[config.mk]
export PLATFORM = sky130hd
export DESIGN_NAME = tcd_isqrt_pipe
export DESIGN_NICKNAME = d
export VERILOG_FILES = /design/src/hw/rtl/tcd_isqrt_pipe.sv
export SDC_FILE = /design/constraint.sdc
export NUM_CORES = 2
export LEC_CHECK = 0
export BUFFER_PORTS_ARGS = -buffer_cell sky130_fd_sc_hd__buf_2
export CORE_MARGIN = 2
export CORE_UTILIZATION = 55
export CTS_BUF_LIST = sky130_fd_sc_hd__clkbuf_2
export CTS_CLUSTER_DIAMETER = 50
export CTS_CLUSTER_SIZE = 12
export DETAILED_ROUTE_END_ITERATION = 12
export PLACE_DENSITY = 0.7
export SYNTH_ARGS = -nofsm -noshare
export SYNTH_HDL_FRONTEND = slang
export SYNTH_SLANG_ARGS = --single-unit
export TNS_END_PERCENT = 50
[constraint.sdc]
create_clock -name clk -period 7.7 [get_ports clk]
set_input_delay 0.77 -clock clk [delete_from_list [all_inputs] [get_ports clk]]
set_output_delay 0.77 -clock clk [all_outputs]
set_load 0.02 [all_outputs]
[src/hw/rtl/tcd_isqrt_pipe.sv]
// ----------------------------------------------------------------------------
// tcd_isqrt_pipe
// Truncated integer square root, one result bit per register stage.
// ----------------------------------------------------------------------------
`default_nettype none

module tcd_isqrt_pipe #(
    parameter int IN_W = 52,
    parameter int SIDE_W = 1
) (
    input  wire logic                   clk,
    input  wire logic                   rst_n,
    input  wire logic                   en,
    input  wire logic                   in_valid,
    input  wire logic [IN_W-1:0]        radicand,
    input  wire logic [SIDE_W-1:0]      side_in,
    output logic                        out_valid,
    output logic [IN_W/2-1:0]           root,
    output logic [SIDE_W-1:0]           side_out
);

    localparam int OUT_W = IN_W / 2;

    logic              valid_reg [0:OUT_W-1];
    logic [IN_W-1:0]   rad_reg   [0:OUT_W-1];
    logic [OUT_W-1:0]  root_reg  [0:OUT_W-1];
    logic [OUT_W+1:0]  rem_reg   [0:OUT_W-1];
    logic [SIDE_W-1:0] side_reg  [0:OUT_W-1];

    for (genvar k = 0; k < OUT_W; k++) begin : g_stage
        logic              valid_in;
        logic [IN_W-1:0]   rad_in;
        logic [OUT_W-1:0]  root_in;
        logic [OUT_W+1:0]  rem_in;
        logic [SIDE_W-1:0] side_in_k;
        logic [OUT_W+1:0]  cur;
        logic [OUT_W+1:0]  trial;
        logic              ge;

        if (k == 0) begin : g_first
            assign valid_in  = in_valid;
            assign rad_in    = radicand;
            assign root_in   = '0;
            assign rem_in    = '0;
            assign side_in_k = side_in;
        end else begin : g_rest
            assign valid_in  = valid_reg[k-1];
            assign rad_in    = rad_reg[k-1];
            assign root_in   = root_reg[k-1];
            assign rem_in    = rem_reg[k-1];
            assign side_in_k = side_reg[k-1];
        end

        always_comb
        begin
            cur   = {rem_in[OUT_W-1:0], rad_in[IN_W-1:IN_W-2]};
            trial = {root_in, 2'b01};
            ge    = (cur >= trial);
        end

        always_ff @(posedge clk or negedge rst_n)
        begin
            if (!rst_n)
            begin
                valid_reg[k] <= 1'b0;
            end
            else if (en)
            begin
                valid_reg[k] <= valid_in;
            end
        end

        always_ff @(posedge clk)
        begin
            if (en)
            begin
                rad_reg[k]  <= rad_in << 2;
                root_reg[k] <= {root_in[OUT_W-2:0], ge};
                rem_reg[k]  <= ge ? (cur - trial) : cur;
                side_reg[k] <= side_in_k;
            end
        end
    end

    assign out_valid = valid_reg[OUT_W-1];
    assign root      = root_reg[OUT_W-1];
    assign side_out  = side_reg[OUT_W-1];

endmodule

`default_nettype wire

# Word level (Yosys, flattened, before mapping)
# Memories as Yosys holds them, arrays and structs flattened.
# Cells that the tools add are included.
dict set report word_totals {
  regBits 26
  ramBits 2730
  input_bits 57
  out_inout_bits 28
  n_memories 4
}
dict set report op_classes {
  add_sub_neg 26
  n_lt_le_gt_ge 26
  mux 28
}
# memory words word_bits read_ports rd_ports_with_merged_regs write_ports line
set mem_list {}
lappend mem_list {rad_reg 26 50 25 0 26 25} ;# logic [IN_W-1:0] rad_reg [0:OUT_W-1];
lappend mem_list {rem_reg 26 28 25 0 26 27} ;# logic [OUT_W+1:0] rem_reg [0:OUT_W-1];
lappend mem_list {root_reg 26 26 26 0 26 26} ;# logic [OUT_W-1:0] root_reg [0:OUT_W-1];
lappend mem_list {side_reg 26 1 26 0 26 28} ;# logic [SIDE_W-1:0] side_reg [0:OUT_W-1];
# op n
set op_table {}
lappend op_table {{28-bit 2-to-1 mux} 26}
lappend op_table {{28-bit >= comparator} 25}
lappend op_table {{28-bit subtractor} 25}
lappend op_table {{2-bit by 1-bit subtractor with 3-bit output, second input constant} 1}
lappend op_table {{2-bit by 1-bit >= comparator with 1-bit output, second input constant} 1}
lappend op_table {{1-bit 2-to-1 mux} 2}

# Logic depth before layout (Yosys ltp)
# An unclocked memory read counts as a cell.
dict set report depth {
  ltp_word 3
  depth_mapped 14
  mapped_depth_nobuf 11
}

# Worst setup path before layout
# Ideal clock, no wire load.
dict set report synth_path {
  kind {register to register}
  start {memory rem_reg[3][8] (netlist bit)}
  end {memory rem_reg[4][18] (netlist bit) (data pin)}
  setup_ps 271
  t_arrival_ps 3204
  required_ps 7429
  path_slack_ps 4224
  stages_incl_launch_ff 10
  n_path_buf 1
  cell_sequence {edfxtp_1 > or4_4 > or4b_4 > or4_4 > or4_4 > or4_4 > buf_6 > nand3_2 > nor4_1 > xor2_1}
}
# item line
set synth_rtl {}
lappend synth_rtl {{start: declaration} 27}

==> out/metrics.json <==
{
  "synth": {
    "number_of_enable_type_register_cells_in_the_synthesized_netlist": 1642,
    "synth_fp_nets": 6258,
    "post-synth-top-count-cell": "sky130_fd_sc_hd__edfxtp_1",
    "async_reset_ff_frac": 0.0156,
    "synth.avg_cell_area_um2": 13.2,
    "netlist_top_cells_area": "sky130_fd_sc_hd__edfxtp_1, sky130_fd_sc_hd__ha_1, sky130_fd_sc_hd__xnor2_1",
    "synthDominantCellAreaShare": 0.642,
    "synthesis.area_mm2": 0.0768,
    "post_synth_most_frequent_cells": "sky130_fd_sc_hd__edfxtp_1, sky130_fd_sc_hd__inv_1, sky130_fd_sc_hd__ha_1",
    "postSynthRegisterBits": 1668,
    "postSynth.topFlopCell": "sky130_fd_sc_hd__edfxtp_1",
    "ys_types": 82,
    "synthDominantAreaCellType": "sky130_fd_sc_hd__edfxtp_1",
    "yosysWarningCount": 0,
    "netlist_instances": 5822,
    "synth_sequential_area_ratio": 0.650
  },
  "placed_design": {
    "gp_congestion": 0.968,
    "place_worst_setup_slack_ns": 3.65,
    "place.detailed.hpwl_mm": 99.4,
    "place.port_buffers": 84
  },
  "drt": {
    "met1_layer_wirelength_in_the_final_routing_mm": 61.6,
    "postRouteWirelength_mm": 142,
    "drcViolationCount": 0,
    "highest_layer": "met4",
    "route.met2.wl_mm": 69.7,
    "route.met3.wl_mm": 6.44,
    "drt_iter0_markers": 3079,
    "route.detailed.wl_per_inst_um": 17.5,
    "avgViaCountPerCell": 5.55,
    "routed-via-count": 45200,
    "drtPass1Iterations": 6,
    "route.antenna.remaining_nets": 0
  },
  "floorplan": {
    "die-area_mm2": 0.143,
    "floorplan.core_area_mm2": 0.139,
    "floorplan.initialDensity": 0.552,
    "num_rows": 137,
    "die_width_um": 378,
    "io_pins": 85,
    "die_height_um": 378
  },
  "sta": {
    "finalCritPeriodShare": 0.529,
    "hold_ws_ns": 0.324,
    "final-hold-violation-count": 0,
    "rsz0062_at_grt": "false",
    "drv_slew": 0,
    "final.setup_skew_ns": 0.122,
    "setup_ws_ns": 3.62,
    "fin_tns_setup_ns": 0,
    "period_minus_slack_ns": 4.08,
    "max_slew.worst_pin.slew_ns": 1.12,
    "setup-violations-final": 0,
    "clock.fmax_mhz": 245,
    "relSlewSlack": 0.255
  },
  "clocking": {
    "clock_insertion_delay_worst_skew_ns": 1.72,
    "cts_setup_buffers": 0,
    "clk_pin_slew_ns": 0.20,
    "htree_levels": 4,
    "clockRootBuffer": "sky130_fd_sc_hd__clkbuf_2",
    "number_of_clock_buffers_inserted_by_tritoncts": 178,
    "tritoncts": "done",
    "ctsLongestPathBuffers": 3,
    "clock-sinks": 1668,
    "cts.hold.buffers_added": 135,
    "cts_repair_resize_count": 0
  },
  "final_layout": {
    "area.growth.synth_to_final_pct": 7.68,
    "finalNetCount": 6598,
    "layout-drive-gt1-share": 0.0856,
    "final.fill_count": 10900,
    "number_of_flip_flops_under_the_largest_register_name": 650
  },
  "global_routing": {
    "grt_max_degree": 181,
    "grtUsageTotal": 0.200,
    "initial_antenna_violation_count": 7,
    "wire_length_of_the_first_global_routing_pass_mm": 228,
    "number_of_global_route_vias_before_repair": 44300,
    "grt-ovfl-total": 0
  },
  "setup_path": {
    "worstSetupPathType": "register to register",
    "critPathSlowestCell": "sky130_fd_sc_hd__a31oi_4",
    "start_kind": "register",
    "endpoint_kind": "register",
    "worst_path_dominant_cell_family": "compound AO/OA/AOI/OAI gates",
    "worst-endpoint-arrival_ns": 5.49,
    "worstPathBufferInverterCount": 0,
    "cp.required_ns": 9.11,
    "timing.critical_path.cells": "ha_1, nor2b_1, o31ai_1, a21oi_1, o41ai_1, o21ai_0, a31oi_4, a2111oi_0, xor2_1",
    "timing.critical_path.fanout_max": 47,
    "timing.critical_path.slowest_cell_delay_ns": 0.94
  },
  "hold_path": {
    "worstHoldPathType": "input port to register"
  },
  "pwr": {
    "cellPowerDensity_mw_per_mm2": 251,
    "peakVddDrop_mv": 0.161,
    "static-leakage-power_nw": 31.7
  },
  "status": {
    "status": "finished clean"
  },
  "run": {
    "cap_violations": 0
  }
}
report_power, final:
part | switching (mW) | internal (mW)
logic | 2.70 | 2.08
registers | 0.660 | 11.4
clock network | 2.88 | 1.00
total | 6.24 | 14.5
layout by cell type (no fill, tap or decap), drive strengths merged, types with 31 or more instances in the layout:
master / Yosys / routed
a211oi: 40 / 40
a21o: 120 / 120
a21oi: 340 / 340
and3: 35 / 35
buf: 11 / 118
clkbuf: 81 / 191
clkinv: 2 / 51
dlygate4sd3: 0 / 133
edfxtp: 1642 / 1642
ha: 379 / 379
inv: 470 / 485
mux2: 94 / 94
nand2: 378 / 378
nand2b: 64 / 64
nand3: 79 / 79
nand4: 54 / 54
nor2: 359 / 359
nor2b: 49 / 49
nor3: 141 / 141
nor4: 72 / 72
o211ai: 31 / 31
o21a: 82 / 82
o21ai: 295 / 295
o31ai: 50 / 50
or3: 64 / 64
xnor2: 253 / 253
xor2: 229 / 229
per-layer routing:
layer,track usage,vias up
li1,-,22300
met1,0.259,21600
met2,0.340,973
met3,0.0319,294
met4,0.0763,0
met5,0,-
through the flow:
stage	power, mW	utilization	std cells	instance area (µm²)
final	20.7	0.595	8136	82700
after global routing	22.0	0.595	8136	82700
after CTS	20.9	0.595	8128	82700
after detailed placement	17.0	0.573	7722	79700
after global placement	16.9	0.573	7722	79700
after floorplan	15.5	-	5822	76800
tightest hold or removal path: cells and delay by family:
kind,cells,cell delay (ns)
buffers and inverters,3,1.14
final cells by class:
type	instances	area [µm²]	share of cell area
sequential	1668	50000	0.604
multi-input combinational	3590	24800	0.300
tap	1876	2350	0.0284
timing repair buffer	252	2180	0.0264
inverter	472	1770	0.0214
clock buffer	190	951	0.0115
clock inverter	81	682	0.00825
antenna	7	17.5	0.000212
worst paths after layout:
check,cells after the start,slack [ns],from,end
min reg2reg,0,0.34,rad_reg[1][142],rad_reg[1][194]
min,3,0.32,radicand[26],rad_reg[0][26]
max in group asynchronous,5,6.89,rst_n,g_stage[18].valid_in
max,9,3.62,rem_reg[19][0],rem_reg[20][23]
max reg2reg,9,3.62,rem_reg[19][0],rem_reg[20][23]
min in group asynchronous,5,0.64,rst_n,g_stage[2].valid_in
cells by family after synthesis:
kind of cell    after synthesis  synth area share
compound gates             1169            0.0960
xor+xnor                    482            0.0550
fa+ha+maj                   379            0.0617
buf+inv                     564            0.0277
flops                      1668             0.650
mux                         103            0.0150
other cells                   1         0.0000488
simple gates               1456            0.0941
No activity file was read; power rests on OpenSTA's default activity.
