--- src/hw/rtl/tcd_pkg.sv ---
// ----------------------------------------------------------------------------
// tcd_pkg
// Types and constants of the triangle circumdiameter pipeline.
// ----------------------------------------------------------------------------
`default_nettype none

package tcd_pkg;

    localparam int QUOT_W = 32;
    localparam int LIMIT_W = 32;
    localparam logic [LIMIT_W-1:0] LIMIT_RESET = 32'd429497;
    localparam int MUL_CHUNK = 16;

    typedef struct packed {
        logic degenerate;
        logic overflow;
    } div_flags_t;

endpackage

`default_nettype wire

--- src/hw/rtl/tcd_mul_pipe.sv ---
// ----------------------------------------------------------------------------
// tcd_mul_pipe
// Wide unsigned multiplier that adds one partial product of a 16-bit chunk of op_b per stage.
// ----------------------------------------------------------------------------
`default_nettype none

module tcd_mul_pipe #(
    parameter int A_W = 36,
    parameter int B_W = 36,
    parameter int SIDE_W = 1
) (
    input  wire logic               clk,
    input  wire logic               rst_n,
    input  wire logic               en,
    input  wire logic               in_valid,
    input  wire logic [A_W-1:0]     op_a,
    input  wire logic [B_W-1:0]     op_b,
    input  wire logic [SIDE_W-1:0]  side_in,
    output logic                    out_valid,
    output logic [A_W+B_W-1:0]      product,
    output logic [SIDE_W-1:0]       side_out
);
    import tcd_pkg::*;

    localparam int NCH = (B_W + MUL_CHUNK - 1) / MUL_CHUNK;
    localparam int BPW = NCH * MUL_CHUNK;
    localparam int PPW = A_W + BPW;

    logic              valid_reg [0:NCH-1];
    logic [A_W-1:0]    a_reg     [0:NCH-1];
    logic [BPW-1:0]    b_reg     [0:NCH-1];
    logic [PPW-1:0]    acc_reg   [0:NCH-1];
    logic [SIDE_W-1:0] side_reg  [0:NCH-1];

    for (genvar k = 0; k < NCH; k++) begin : g_stage
        logic                     valid_in;
        logic [A_W-1:0]           a_in;
        logic [BPW-1:0]           b_in;
        logic [PPW-1:0]           acc_in;
        logic [SIDE_W-1:0]        side_in_k;
        logic [MUL_CHUNK-1:0]     chunk;
        logic [A_W+MUL_CHUNK-1:0] pp;

        if (k == 0) begin : g_first
            assign valid_in  = in_valid;
            assign a_in      = op_a;
            assign b_in      = BPW'(op_b);
            assign acc_in    = '0;
            assign side_in_k = side_in;
        end else begin : g_rest
            assign valid_in  = valid_reg[k-1];
            assign a_in      = a_reg[k-1];
            assign b_in      = b_reg[k-1];
            assign acc_in    = acc_reg[k-1];
            assign side_in_k = side_reg[k-1];
        end

        always_comb
        begin
            chunk = b_in[k*MUL_CHUNK +: MUL_CHUNK];
            pp    = a_in * chunk;
        end

        always_ff @(posedge clk or negedge rst_n)
        begin
            if (!rst_n)
            begin
                valid_reg[k] <= 1'b0;
            end
            else if (en)
            begin
                valid_reg[k] <= valid_in;
            end
        end

        always_ff @(posedge clk)
        begin
            if (en)
            begin
                a_reg[k]    <= a_in;
                b_reg[k]    <= b_in;
                acc_reg[k]  <= acc_in + (PPW'(pp) << (k * MUL_CHUNK));
                side_reg[k] <= side_in_k;
            end
        end
    end

    assign out_valid = valid_reg[NCH-1];
    assign product   = acc_reg[NCH-1][A_W+B_W-1:0];
    assign side_out  = side_reg[NCH-1];

endmodule

`default_nettype wire

--- config.mk ---
export PLATFORM = sky130hd
export DESIGN_NAME = tcd_mul_pipe
export DESIGN_NICKNAME = d
export VERILOG_FILES = /design/src/hw/rtl/tcd_pkg.sv /design/src/hw/rtl/tcd_mul_pipe.sv
export SDC_FILE = /design/constraint.sdc
export NUM_CORES = 2
export LEC_CHECK = 0
export BUFFER_PORTS_ARGS = -buffer_cell sky130_fd_sc_hd__buf_2
export CELL_PAD_IN_SITES_DETAIL_PLACEMENT = 1
export CELL_PAD_IN_SITES_GLOBAL_PLACEMENT = 1
export CORE_MARGIN = 2
export CORE_UTILIZATION = 31
export CTS_BUF_LIST = sky130_fd_sc_hd__clkbuf_8
export DETAILED_ROUTE_END_ITERATION = 10
export PLACE_DENSITY_LB_ADDON = 0.12
export SLEW_MARGIN = 20
export SYNTH_ARGS = -nofsm -noshare
export SYNTH_HDL_FRONTEND = slang
export SYNTH_SLANG_ARGS = --single-unit
--- constraint.sdc ---
create_clock -name clk -period 20.2 [get_ports clk]
set_input_delay 4.04 -clock clk [delete_from_list [all_inputs] [get_ports clk]]
set_output_delay 4.04 -clock clk [all_outputs]
set_load 0.01 [all_outputs]
Word-level counts from Yosys, hierarchy flattened. Memories as Yosys holds them, arrays and structs flattened. Index checks and enable logic that the tools add are counted.

Muxes and demuxes: 2. $mul: 3. Add/subtract/negate cells: 2.

Operator list (number): $mul 36x16->52 (3); $add 84x68->84 (1); $add 84x84->84 (1); $mux 1 (2).

Logic and storage cells: 14. RAM bits: 507. Output and inout bits: 74. Register bits after elaboration: 3. Memories: 4.

Memories: acc_reg (words 3, width 84, rd ports 3, clocked after Yosys merged registers in 0, wr ports 3, RTL line tcd_mul_pipe.sv:32) `logic [PPW-1:0] acc_reg [0:NCH-1];`; b_reg (words 3, width 48, rd ports 2, clocked after Yosys merged registers in 0, wr ports 3, RTL line tcd_mul_pipe.sv:31) `logic [BPW-1:0] b_reg [0:NCH-1];`; a_reg (words 3, width 36, rd ports 2, clocked after Yosys merged registers in 0, wr ports 3, RTL line tcd_mul_pipe.sv:30) `logic [A_W-1:0] a_reg [0:NCH-1];`; side_reg (words 3, width 1, rd ports 3, clocked after Yosys merged registers in 0, wr ports 3, RTL line tcd_mul_pipe.sv:33) `logic [SIDE_W-1:0] side_reg [0:NCH-1];`.

Logic depth before layout (Yosys ltp). An unclocked memory read counts as a cell.

Depth after elaboration: 3. Mapped depth: 36. Gate-level depth less buffers: 32.

Worst setup path before layout. Ideal clock, no wire load.

Kind: input-to-reg. Start point: in op_b[1]. End point: mem acc_reg[0][44] (netlist bit) (data pin). Path buffers: 2. Slack: 9.704 ns. Stages: 26. Arrival time: 10.357 ns. Path through: clkbuf_1 clkbuf_1 nand2_1 fa_1 inv_1 fa_1 inv_1 fa_1 fa_1 inv_1 fa_1 inv_1 fa_1 inv_1 ha_1 and3_1 and3_1 inv_1 a211o_1 a2111o_1 nand3_1 o211ai_1 o41ai_2 a21oi_1 or4_1 nand4_1.

RTL lines: start: declaration (RTL line tcd_mul_pipe.sv:17) `input wire logic [B_W-1:0] op_b,`; end: declaration (RTL line tcd_mul_pipe.sv:32).

==> metrics.txt <==
outcome completed; syn nets 7399; cell at the root of the clock tree clkbuf_8; Layout Utilization between 30% and 40%; element type at the critical path start primary input; max FFs per register 193; Worst R2R End acc_reg[0][145]; #FFs+latches synth 295; CTS Sinks 295; count of TritonRoute iterations in the first routing pass 5; H-Tree Level Count 2; number of buffers added for setup after CTS 0; first-pass GRT wire length 276 mm; data arrival time of the critical path 11260 ps; synthesized area per cell 9.40 sq um; die area between 150000 and 200000 sq um; Min-Delay Path Class reg2reg; post-cts gate resize count 0; final WL 178 mm; startpoint of the tightest hold check path acc_reg[0][9]; Least-Margin Pin Slew 1060 ps; vias in the first global route 44.3k; area growth from synthesis to layout 7.03%; Post-Route Setup TNS 0 ps; proportion of layout cells with a drive suffix above 1 5.76%; Final min period 10770 ps; routability congestion estimate from global placement approximately 0.83; share of synthesized registers carrying an async set or reset 1.02%; main area contributors after synthesis fa_1 (37%), edfxtp_1 (16%), ha_1 (9.8%); final HPWL from detailed placement 136 mm; Vias between 30k and 40k; Boundary Pins 151; filler cell count in the final layout 20.4k; most instantiated flip-flop cell in the synthesis netlist edfxtp_1; top cell type's share of synthesized area a little under two fifths; cell type with the highest aggregate area in the netlist fa_1; GRT Residual Overflow 0; setup slack of the most critical reg-to-reg path 10380 ps; TritonCTS Buffers 56; post-synthesis cell area around 55000 sq um; Worst setup EP type register; total of endpoints with negative setup slack in the final report 0; fmax 92.9 MHz; Vias/cell 4.83; Initial Util approximately 31%; detail-routed net length per standard cell approximately 22 um; post-synth cell types 98; setup clock skew after layout 43.0 ps; clock input transition at the sequential cells of the worst setup and hold paths 60 ps; Finished Layout Cells 8192; highest fanout seen on the critical path 36; Crit. Startpoint op_b[1]; Die Ht between 400 and 500 um; Port Buffer Count 150; violation count after the first detailed-routing iteration 1842; synthesized netlist cell count between 5k and 6k; Post-synth EDFFs 292; yosys warns 0; Slew Viols, Final 0; fraction of the cycle the final worst path needs 53.3%; CTS Hold Buffers Added 0; drt drc 0; worst-case headroom to the max-slew limit between 20 and 30%; Std-Cell Rows roughly 150; placed insts 8090; Final Hold Violating Endpoints 0; placeable core region 176000 sq um; largest net degree at the start of global routing 156; count of cells along the worst hold path 0; share of the yosys chip area belonging to registers 16.0%; all-layer global routing usage 20.0%; net total in the final layout 7338; CP Capture Point acc_reg[0][50]; Maximum Capacitance Violations 0; worst skew pair latency 760 ps; depth of the most critical reg-to-reg path 28; die extent in x 426 um; setup repair after global routing missed its margin no; Reg-to-Reg Start a_reg[0][4]; number of nets with antenna violations after detailed routing 0; endpoint required time on the critical path about 21000 ps; CTS tree done; tightest hold margin 417 ps; category of the critical setup timing path in2reg; worst-case clock buffer depth 3; number of antenna violations at the first check in global routing 11
-- layout make-up --
class	instances	area (sq um)	area share [%]
inverters	1141	4280	7.25
well taps	2340	2930	4.96
flip-flops and latches	295	8840	15.0
clock inverters	44	480	0.814
multi-input cells	4109	40500	68.6
diodes	1	2.50	0.00424
clock buffers	56	771	1.31
repair buffers	206	1210	2.05
-- how the worst min path moves through the flow --
stage / endpoint / slack [ps]
6_report: acc_reg[0][93] / 420
5_1_grt: acc_reg[0][87] / 420
4_1_cts: acc_reg[0][86] / 420
3_5_place_dp: b_reg[0][81] / 410
3_3_place_gp: acc_reg[0][84] / 400
2_1_floorplan: acc_reg[0][168] / 400
-- logic make-up after synthesis --
kind of cell               share of synthesized area, %
and+or+nand+nor                                    15.7
buffers and inverters                              10.5
adders and majority gates                          46.8
AOI/OAI and AO/OA                                  7.64
DFF                                                16.0
xor gates and xnor gates                           3.23
muxes                                            0.0975
-- cell usage after synthesis, drive strengths merged (8+ instances only) --
| master | number |
|---|---|
| ha | 433 |
| clkbuf | 238 |
| nand4 | 31 |
| a211oi | 19 |
| a21oi | 223 |
| nor4 | 9 |
| and2 | 504 |
| a21o | 114 |
| nor3 | 25 |
| xor2 | 66 |
| inv | 1141 |
| nor2b | 31 |
| nand2b | 30 |
| o21ai | 107 |
| o21bai | 29 |
| o21a | 30 |
| and3 | 21 |
| a311oi | 8 |
| o211ai | 14 |
| edfxtp | 292 |
| a2111oi | 11 |
| nand2 | 941 |
| nand3 | 46 |
| o31ai | 9 |
| buf | 87 |
| fa | 1019 |
| a31oi | 15 |
| nor2 | 134 |
| xnor2 | 133 |
-- routing by layer --
layer | wire length [um] | GRT usage [%]
met1 | 85600 | 28.5
met2 | 83900 | 33.5
met3 | 5750 | 1.68
met4 | 2990 | 3.58
met5 | 0 | 0
-- critical path: stages --
cell and delay [ps]:
buf_2 700, nand2_1 190, fa_1 570, inv_1 50
fa_1 540, inv_1 60, fa_1 500, inv_1 60
fa_1 530, inv_1 50, fa_1 480, inv_1 50
fa_1 430, ha_1 350, o21a_1 210, o211ai_1 260
or2_2 170, o221ai_1 240, a211oi_1 530, o31ai_1 230
a211oi_2 380, nor3_1 90, a2111oi_1 430, xnor2_1 100
-- per-stage QoR --
| step | setup slack, ps | cell area [sq um] |
|---|---|---|
| 6_report | 9430 | 59000 |
| 5_1_grt | 9030 | 59000 |
| 4_1_cts | 9460 | 59000 |
| 3_5_place_dp | 8600 | 57800 |
| 3_3_place_gp | 8650 | 57800 |
| 2_1_floorplan | 9700 | 55200 |
-- cells in the final DEF, fill, tap and decap left out, drive strengths merged, types with 5 or more instances in the layout --
master	Yosys	final
a2111oi	11	11
or3	7	7
nand3	46	46
nand2b	30	30
a211oi	19	19
a41oi	5	5
and2	504	504
nor2b	31	31
nand4	31	31
a31oi	15	15
ha	433	433
xor2	66	66
or2	7	7
o21ai	107	107
a311oi	8	8
bufinv	0	10
fa	1019	1019
o21a	30	30
or4	5	5
nand3b	7	7
a211o	7	7
nor4	9	9
clkbuf	238	56
clkinv	0	18
o31ai	9	9
and3	21	21
nor2	134	134
o22ai	5	5
o211ai	14	14
o21bai	29	29
nand2	941	941
o221ai	6	6
buf	87	206
o31a	5	5
a21o	114	114
a21oi	223	223
inv	1141	1155
edfxtp	292	292
xnor2	133	133
nor3	25	25
Power is left out: the tool's default activity adds up to more than one toggle a clock period on the data nets, which glitch-free logic cannot reach.
